[src/rtl/core/vna_pkg.sv]
// vna_pkg: shared types and constants of the vertex normal accumulator
// opcodes, controller states, datapath commands and status
// depends on nothing
`default_nettype none

package vna_pkg;

   localparam int MAX_VERTICES_DEFAULT = 1024;
   localparam int INDEX_W = 10;
   localparam int POS_W = 16;
   localparam int ACC_W = 48;
   localparam int NORMAL_W = 16;
   localparam int UNIT_Q14 = 16384;

   typedef enum logic [1:0] {
      OP_WRITE    = 2'd0,
      OP_TRIANGLE = 2'd1,
      OP_READ     = 2'd2,
      OP_CLEAR    = 2'd3
   } opcode_type;

   typedef enum logic [4:0] {
      ST_CLEAR,
      ST_IDLE,
      ST_DISPATCH,
      ST_POS_WRITE,
      ST_T_PA,
      ST_T_PB,
      ST_T_PC,
      ST_T_PW,
      ST_T_MUL,
      ST_T_CHK,
      ST_S_RD,
      ST_S_WR,
      ST_R_RD,
      ST_R_LD,
      ST_R_CHK,
      ST_R_NORM,
      ST_R_SQ,
      ST_R_SQI,
      ST_R_SQRT,
      ST_R_DVI,
      ST_R_DIV,
      ST_R_DVS,
      ST_R_FB,
      ST_R_OUT
   } state_type;

   typedef enum logic [4:0] {
      STEP_NONE,
      STEP_POS_WRITE,
      STEP_RD_A,
      STEP_RD_B,
      STEP_RD_C,
      STEP_CAP_C,
      STEP_CROSS,
      STEP_TRI_CHK,
      STEP_SUM_RD,
      STEP_SUM_WR,
      STEP_NRM_RD,
      STEP_NRM_LD,
      STEP_NORM,
      STEP_SQUARE,
      STEP_SQRT_INIT,
      STEP_SQRT,
      STEP_DIV_INIT,
      STEP_DIV,
      STEP_DIV_STORE,
      STEP_FALLBACK,
      STEP_CLEAR
   } step_type;

   typedef struct packed {
      logic     load;
      step_type step;
   } cmd_type;

   typedef struct packed {
      opcode_type op;
      logic       wr_ok;
      logic       tri_ok;
      logic       rd_ok;
      logic       cnt_last;
      logic       clr_last;
      logic       cross_zero;
      logic       mag_zero;
      logic       mag_high;
      logic       mag_low;
      logic       vsel_last;
      logic       k_last;
   } status_type;

endpackage

`default_nettype wire

[src/rtl/core/vna_ctrl.sv]
// vna_ctrl: controller state machine of the vertex normal accumulator
// depends on vna_pkg; drives datapath commands from datapath status
`default_nettype none

module vna_ctrl (
   input  wire logic                 clock,
   input  wire logic                 reset,
   input  wire logic                 start,
   input  wire vna_pkg::status_type  status,
   output vna_pkg::cmd_type          cmd,
   output logic                      busy,
   output logic                      rsp_valid
);

   vna_pkg::state_type state_ff;
   vna_pkg::state_type state_in;

   always_ff @(posedge clock) begin
      if (reset) begin
         state_ff <= vna_pkg::ST_CLEAR;
      end else begin
         state_ff <= state_in;
      end
   end

   always_comb begin
      state_in = state_ff;
      case (state_ff)
         vna_pkg::ST_CLEAR: begin
            if (status.clr_last) state_in = vna_pkg::ST_IDLE;
         end
         vna_pkg::ST_IDLE: begin
            if (start) state_in = vna_pkg::ST_DISPATCH;
         end
         vna_pkg::ST_DISPATCH: begin
            case (status.op)
               vna_pkg::OP_WRITE:
                  state_in = status.wr_ok ? vna_pkg::ST_POS_WRITE : vna_pkg::ST_IDLE;
               vna_pkg::OP_TRIANGLE:
                  state_in = status.tri_ok ? vna_pkg::ST_T_PA : vna_pkg::ST_IDLE;
               vna_pkg::OP_READ:
                  state_in = status.rd_ok ? vna_pkg::ST_R_RD : vna_pkg::ST_R_FB;
               vna_pkg::OP_CLEAR:
                  state_in = vna_pkg::ST_CLEAR;
               default:
                  state_in = vna_pkg::ST_IDLE;
            endcase
         end
         vna_pkg::ST_POS_WRITE: state_in = vna_pkg::ST_IDLE;
         vna_pkg::ST_T_PA:      state_in = vna_pkg::ST_T_PB;
         vna_pkg::ST_T_PB:      state_in = vna_pkg::ST_T_PC;
         vna_pkg::ST_T_PC:      state_in = vna_pkg::ST_T_PW;
         vna_pkg::ST_T_PW:      state_in = vna_pkg::ST_T_MUL;
         vna_pkg::ST_T_MUL: begin
            if (status.cnt_last) state_in = vna_pkg::ST_T_CHK;
         end
         vna_pkg::ST_T_CHK: begin
            state_in = status.cross_zero ? vna_pkg::ST_IDLE : vna_pkg::ST_S_RD;
         end
         vna_pkg::ST_S_RD: state_in = vna_pkg::ST_S_WR;
         vna_pkg::ST_S_WR: begin
            state_in = status.vsel_last ? vna_pkg::ST_IDLE : vna_pkg::ST_S_RD;
         end
         vna_pkg::ST_R_RD: state_in = vna_pkg::ST_R_LD;
         vna_pkg::ST_R_LD: state_in = vna_pkg::ST_R_CHK;
         vna_pkg::ST_R_CHK: begin
            state_in = status.mag_zero ? vna_pkg::ST_R_FB : vna_pkg::ST_R_NORM;
         end
         vna_pkg::ST_R_NORM: begin
            if (!status.mag_high && !status.mag_low) state_in = vna_pkg::ST_R_SQ;
         end
         vna_pkg::ST_R_SQ: begin
            if (status.cnt_last) state_in = vna_pkg::ST_R_SQI;
         end
         vna_pkg::ST_R_SQI: state_in = vna_pkg::ST_R_SQRT;
         vna_pkg::ST_R_SQRT: begin
            if (status.cnt_last) state_in = vna_pkg::ST_R_DVI;
         end
         vna_pkg::ST_R_DVI: state_in = vna_pkg::ST_R_DIV;
         vna_pkg::ST_R_DIV: begin
            if (status.cnt_last) state_in = vna_pkg::ST_R_DVS;
         end
         vna_pkg::ST_R_DVS: begin
            state_in = status.k_last ? vna_pkg::ST_R_OUT : vna_pkg::ST_R_DVI;
         end
         vna_pkg::ST_R_FB:  state_in = vna_pkg::ST_R_OUT;
         vna_pkg::ST_R_OUT: state_in = vna_pkg::ST_IDLE;
         default:           state_in = vna_pkg::ST_IDLE;
      endcase
   end

   always_comb begin
      busy      = (state_ff != vna_pkg::ST_IDLE);
      rsp_valid = (state_ff == vna_pkg::ST_R_OUT);
      cmd.load  = (state_ff == vna_pkg::ST_IDLE) && start;
      case (state_ff)
         vna_pkg::ST_CLEAR:     cmd.step = vna_pkg::STEP_CLEAR;
         vna_pkg::ST_POS_WRITE: cmd.step = vna_pkg::STEP_POS_WRITE;
         vna_pkg::ST_T_PA:      cmd.step = vna_pkg::STEP_RD_A;
         vna_pkg::ST_T_PB:      cmd.step = vna_pkg::STEP_RD_B;
         vna_pkg::ST_T_PC:      cmd.step = vna_pkg::STEP_RD_C;
         vna_pkg::ST_T_PW:      cmd.step = vna_pkg::STEP_CAP_C;
         vna_pkg::ST_T_MUL:     cmd.step = vna_pkg::STEP_CROSS;
         vna_pkg::ST_T_CHK:     cmd.step = vna_pkg::STEP_TRI_CHK;
         vna_pkg::ST_S_RD:      cmd.step = vna_pkg::STEP_SUM_RD;
         vna_pkg::ST_S_WR:      cmd.step = vna_pkg::STEP_SUM_WR;
         vna_pkg::ST_R_RD:      cmd.step = vna_pkg::STEP_NRM_RD;
         vna_pkg::ST_R_LD:      cmd.step = vna_pkg::STEP_NRM_LD;
         vna_pkg::ST_R_NORM:    cmd.step = vna_pkg::STEP_NORM;
         vna_pkg::ST_R_SQ:      cmd.step = vna_pkg::STEP_SQUARE;
         vna_pkg::ST_R_SQI:     cmd.step = vna_pkg::STEP_SQRT_INIT;
         vna_pkg::ST_R_SQRT:    cmd.step = vna_pkg::STEP_SQRT;
         vna_pkg::ST_R_DVI:     cmd.step = vna_pkg::STEP_DIV_INIT;
         vna_pkg::ST_R_DIV:     cmd.step = vna_pkg::STEP_DIV;
         vna_pkg::ST_R_DVS:     cmd.step = vna_pkg::STEP_DIV_STORE;
         vna_pkg::ST_R_FB:      cmd.step = vna_pkg::STEP_FALLBACK;
         default:               cmd.step = vna_pkg::STEP_NONE;
      endcase
   end

endmodule

`default_nettype wire

[config.mk]
export PLATFORM = sky130hd
export DESIGN_NAME = vna_ctrl
export DESIGN_NICKNAME = d
export VERILOG_FILES = /design/src/rtl/core/vna_pkg.sv /design/src/rtl/core/vna_ctrl.sv
export SDC_FILE = /design/constraint.sdc
export NUM_CORES = 1
export LEC_CHECK = 0
export ABC_AREA = 1
export BUFFER_PORTS_ARGS = -buffer_cell sky130_fd_sc_hd__buf_2
export CORE_UTILIZATION = 55
export CTS_CLUSTER_SIZE = 30
export DETAILED_ROUTE_END_ITERATION = 8
export PLACE_DENSITY_LB_ADDON = 0.15
export SLEW_MARGIN = 15
export SYNTH_ARGS = -nofsm -noshare
export SYNTH_HDL_FRONTEND = slang
export SYNTH_SLANG_ARGS = --single-unit
[constraint.sdc]
create_clock -name clock -period 2.5 [get_ports clock]
set_clock_uncertainty 0.2 [all_clocks]
set_input_delay 0.375 -clock clock [delete_from_list [all_inputs] [get_ports clock]]
set_output_delay 0.375 -clock clock [all_outputs]
set_load 0.02 [all_outputs]
* Word level (Yosys, flattened, before mapping) *
Memories as Yosys holds them, arrays and structs flattened. A register that Yosys moved wholly into a read port is not among the register bits.
Cells that the tools add are included.

operators by class
  equal/unequal tests = 33
  multiplexer cells = 18
  reduce and logical (&&, ||, !) cells = 7

operators with widths
  kind                                                                     count
  5-bit case mux with 22 select lines                                      1
  5-bit two-way mux                                                        11
  5-bit by 4-bit equality test with 1-bit output, second input constant    8
  5-bit equality test, second input constant                               8
  5-bit by 3-bit equality test with 1-bit output, second input constant    4
  5-bit case mux with 4 select lines                                       1
  2-bit inequality test, second input constant                             7
  4-bit two-way mux                                                        2
  7-bit AND reduction                                                      1
  3-bit two-way mux                                                        2
  5-bit by 1-bit equality test with 1-bit output, second input constant    1
  5-bit by 2-bit equality test with 1-bit output, second input constant    1
  5-bit logical NOT                                                        1
  5-bit by 1-bit inequality test with 1-bit output, second input constant  1
  2-bit equality test, second input constant                               2
  2-bit by 1-bit equality test with 1-bit output, second input constant    1
  1-bit logical AND                                                        2
  1-bit logical NOT                                                        2
  2-bit logical NOT                                                        1
  2-bit two-way mux                                                        1

storage, ports and cells
  flip-flop bits (word level) = 5
  ROM bits = 160
  bits of input ports = 16
  output and inout port bits = 8
  logic and storage cells = 60
  memories kept = 1

memories
  name             words  width  rd ports  clocked after memory_dff  write ports  line            source
  (no name shown)  32     5      1         1                         0            vna_ctrl.sv:96  case (state_ff)

* Longest topological paths before layout *
  depth after elaboration = 6
  depth in mapped cells = 18
  gate-level depth less buffers = 17

* Worst setup path before layout *
No wires, ideal clock.

  path kind = flip-flop to flip-flop
  start point = register state_ff[4]
  end point = register, netlist name cmd[2]
  library setup time = 0.113 ns
  arrival = 1.934 ns
  required time = 2.187 ns
  slack = 0.253 ns
  cell stages (with the launch flop) = 16
  buffers on the path = 1
  clock period less this slack = 2.247 ns
  cells stage by stage = dfxtp_1 buf_2 inv_2 nand4_1 nand2_1 nor3_1 nand3_1 nand2_1 nand2_1 nand2_1 inv_1 ha_1 nand3_1 nand3_1 nand3_1 nand2_1

on the way
  cells in the longest elaborated chain, start to end = 5

ends and longest elaborated chain
  element                                                                       line            source
  start, declared                                                               vna_ctrl.sv:15  vna_pkg::state_type state_ff;
  start signal, assigned                                                        vna_ctrl.sv:20  state_ff <= vna_pkg::ST_CLEAR;
  start signal, assigned                                                        vna_ctrl.sv:22  state_ff <= state_in;
  5-bit by 4-bit equality test with 1-bit output, or another cell as far along  vna_ctrl.sv:28  case (state_ff)
  2-bit inequality test (no line)                                               n/a
  7-bit AND reduction (no line)                                                 n/a
  5-bit two-way mux (no line) * (2 in series)                                   n/a

Mark *: on every way between the ends. The rest lies on a longest branch, timed or not.
A chain may end at the register's enable or synchronous reset.

* Final worst setup path *
  start point = register state_ff[4]
  end point = register, netlist name cmd[2]

on the way
  cells in the longest elaborated chain, start to end = 5

ends and longest elaborated chain
  element                                                                       line
  5-bit by 4-bit equality test with 1-bit output, or another cell as far along  vna_ctrl.sv:28
  2-bit inequality test (no line)                                               n/a
  7-bit AND reduction (no line)                                                 n/a
  5-bit two-way mux (no line) * (2 in series)                                   n/a

Marked as above.

==> metrics.md <==
| Metric | Value |
|---|---|
| Htree depth | `1` |
| Final cell utilization of the core | `0.7413` |
| Count of state elements after synthesis | `10` |
| Mean Syn Cell Area | `about 5.6 um2` |
| Vias | `around 1500` |
| Synth area leader | `nand2_1` |
| Worst r2r src | `state_ff[4]` |
| Max_slew headroom | `0.8437` |
| # DRC | `0` |
| Final Worst Setup Slack | `around 0.15 ns` |
| GPL Wtd Cong | `between 0.9 and 1` |
| Largest cells by area after synthesis | `nand2_1 (19%), dfxtp_1 (17%), nand3_1 (13%), nor2_1 (11%), inv_1 (6.8%)` |
| Synth warn | `0` |
| Critical path type | `flip-flop to flip-flop` |
| Startpoint Class | `flip-flop` |
| Most frequent cells in the layout | `nand2_1 (61), nor2_1 (32), nand3_1 (30)` |
| Gr ovfl total | `0` |
| XOR/XNOR Fraction of Synth Area | `0` |
| Synthesized net count | `238` |
| Leakage dissipation | `about 0.85 nW` |
| Worst Tran Pin Value | `0.2340 ns` |
| Pwr dens | `between 700 and 800 nW/um2` |
| Ant. Diodes | `0` |
| Fin area | `between 1000 and 1500 um2` |
| Sequential area share after synthesis | `0.1660` |
| F_max | `0.4257 GHz` |
| Hold Startpoint | `reset` |
| Pre-Repair DR Iteration Count | `4` |
| Clk sinks | `10` |
| Post-Synth Adder-Cell Area | `0.05187` |
| Post-layout min period | `2.349 ns` |
| Final Total Pwr | `between 1 and 1.5 mW` |
| Die area | `between 2000 and 2500 um2` |
| Layout cells sized above 1 | `0.3080` |
| Hold EP | `state_ff[3]` |
| Maximum root-to-sink buffer count | `2` |
| Post-Syn Instances | `between 200 and 250` |
| Post-synth top area share | `0.1898` |
| Mux cell area share after synthesis | `0` |
| Setup TNS | `0 ns` |
| Main combinational cell family by area after synthesis | `simple AND/OR/NAND/NOR gates` |
| Chip Width | `slightly below 50 um` |
| Clock Latency Late Sink | `around 0.27 ns` |
| Dpl ws | `approximately 0.0017 ns` |
| Unique masters post-synth | `26` |
| Post-DRT Antenna Nets | `0` |
| Crit path required time | `approximately 2.5 ns` |
| Drt wl/cell | `11.59 um` |
| Mapped cell area | `around 1200 um2` |
| Post-CTS Hold Buffers | `0` |
| Fin. Hold Viols | `0` |
| R2R Path End | `cmd[2]` |
| Vias in the first global route | `around 1300` |
| Total track usage | `0.2898` |
| Critical Path End Type | `flip-flop` |
| Most common cell after layout, fill and taps aside | `nand2_1` |
| First DRT Iteration DRCs | `50` |
| Max cap viols | `0` |
| Reg clk slew, reported paths | `0.06 ns` |
| Row cnt | `16` |
| Nets | `~270` |
| Compound-gate portion of the synthesized area | `0.07158` |
| Layout Area Growth over Synthesis | `23.03%` |
| Crit share post-route | `0.9396` |
| Ports | `24` |
| Max Slew Vio Count | `0` |
| FF-to-FF setup slack | `roughly 0.15 ns` |
| DRT Wirelength | `around 3.2 mm` |
| Die H | `48.83 um` |
| Reg2Reg Depth | `16` |
| Antenna violations before repair | `0` |
| FF/Latch Area | `212.7 um2` |
| Fraction of the mapped netlist area in simple logic gates | `0.5985` |
| Area of the multi-input gates | `roughly 900 um2` |
| Final setup fails | `0` |
| Worst-path fanout max | `9` |
| Hold path depth | `2` |
| Starting Density | `0.6025` |
| CTS tree | `done` |
| Largest net degree at the start of global routing | `10` |
| Vias/cell | `around 5.3` |
| VDD IR max | `between 0.0005 and 0.0006 V` |
| Number of fill cells | `202` |
| TritonCTS Buffers | `3` |
| Status | `complete, no violations` |
| Detailed-placement wirelength estimate | `approximately 2.5 mm` |
| First-pass GRT wire length | `~5.3 mm` |
| Port buffer count | `23` |
| Placement Cell Area | `1373 um2` |
| HP Class | `primary input to flip-flop` |
| Critical path arrival | `~2.3 ns` |
| Core Region | `2002 um2` |
| CTS Root Cell | `clkbuf_4` |
layout make-up:
type / count / share of cell area
clock buffer: 4 / 0.02445
sequential: 10 / 0.1433
timing repair buffer: 32 / 0.1231
tap: 27 / 0.02277
multi-input combinational: 174 / 0.6071
inverter: 30 / 0.07926
synthesized netlist by cell type (all sizes together):
master  count
nand2      73
nor2       41
nand3      33
inv        29
dfxtp      10
o21ai       6
ha          5
a21oi       4
nor3        4
buf         3
nand4       3
or2         2
clkinv      1
nor3b       1
o211ai      1
o22ai       1
through the flow:
stage,cells,hold slack [ns]
after floorplan,217,0.2486
after global placement,269,0.4388
after detailed placement,269,0.4424
after CTS,273,0.1463
after global routing,277,0.1509
final,277,0.1516
sequential cells by signal, indices dropped and copies added, names as in the netlist:
signal    cells
cmd           5
state_ff      5
repair_timing:
item,4_1_cts,5_1_grt
gates resized for setup,1,16
hold endpoints to repair,0,0
cloned,0,0
setup buffers,0,4
setup endpoints to repair,2,5
pin swaps,0,1
worst max-delay path: stages, from the launching register on:
cell     delay [ns]
dfxtp_1        0.37
inv_4          0.08
buf_4          0.14
nand3_2        0.10
nand3_2        0.10
nand2_2        0.09
nand2_4        0.08
inv_4          0.07
nand2_1        0.05
nor2_1         0.16
nor2_2         0.10
buf_4          0.14
ha_1           0.21
nand3_1        0.11
nand3_1        0.08
nand3_1        0.09
nand2_1        0.06
worst max-delay path by stage:
stage | start | to | slack, ns | depth (start not counted)
after global routing | state_ff[2] | cmd[0] | -0.02 | 17
after floorplan | state_ff[4] | cmd[2] | 0.25 | 15
final | state_ff[4] | cmd[2] | 0.15 | 16
after global placement | state_ff[3] | cmd[0] | -0.01 | 16
after detailed placement | state_ff[3] | cmd[2] | 0.002 | 16
after CTS | state_ff[1] | cmd[2] | 0.001 | 14
power by group:
group          total (mW)  internal (mW)  switching, mW  leakage (nW)
Combinational       0.747          0.265          0.482         0.742
Sequential          0.263          0.209         0.0545        0.0844
Clock               0.145         0.0886         0.0565        0.0210
Total                1.16          0.563          0.593         0.847
metal layers:
| metal | part of all wire | vias up | GRT usage |
|---|---|---|---|
| met5 | 0 | - | 0 |
| met4 | 0.016 | 0 | 0.1078 |
| met3 | 0.072 | 7 | 0.03738 |
| met2 | 0.44 | 56 | 0.4398 |
| met1 | 0.48 | 647 | 0.4149 |
| li1 | - | 754 | - |
logic make-up after synthesis:
kind of cell / Yosys count
and+or+nand+nor: 157
buffers and inverters: 33
AOI/OAI and AO/OA: 12
DFF: 10
adders and majority gates: 5
Power figures use the tool's default switching activity.
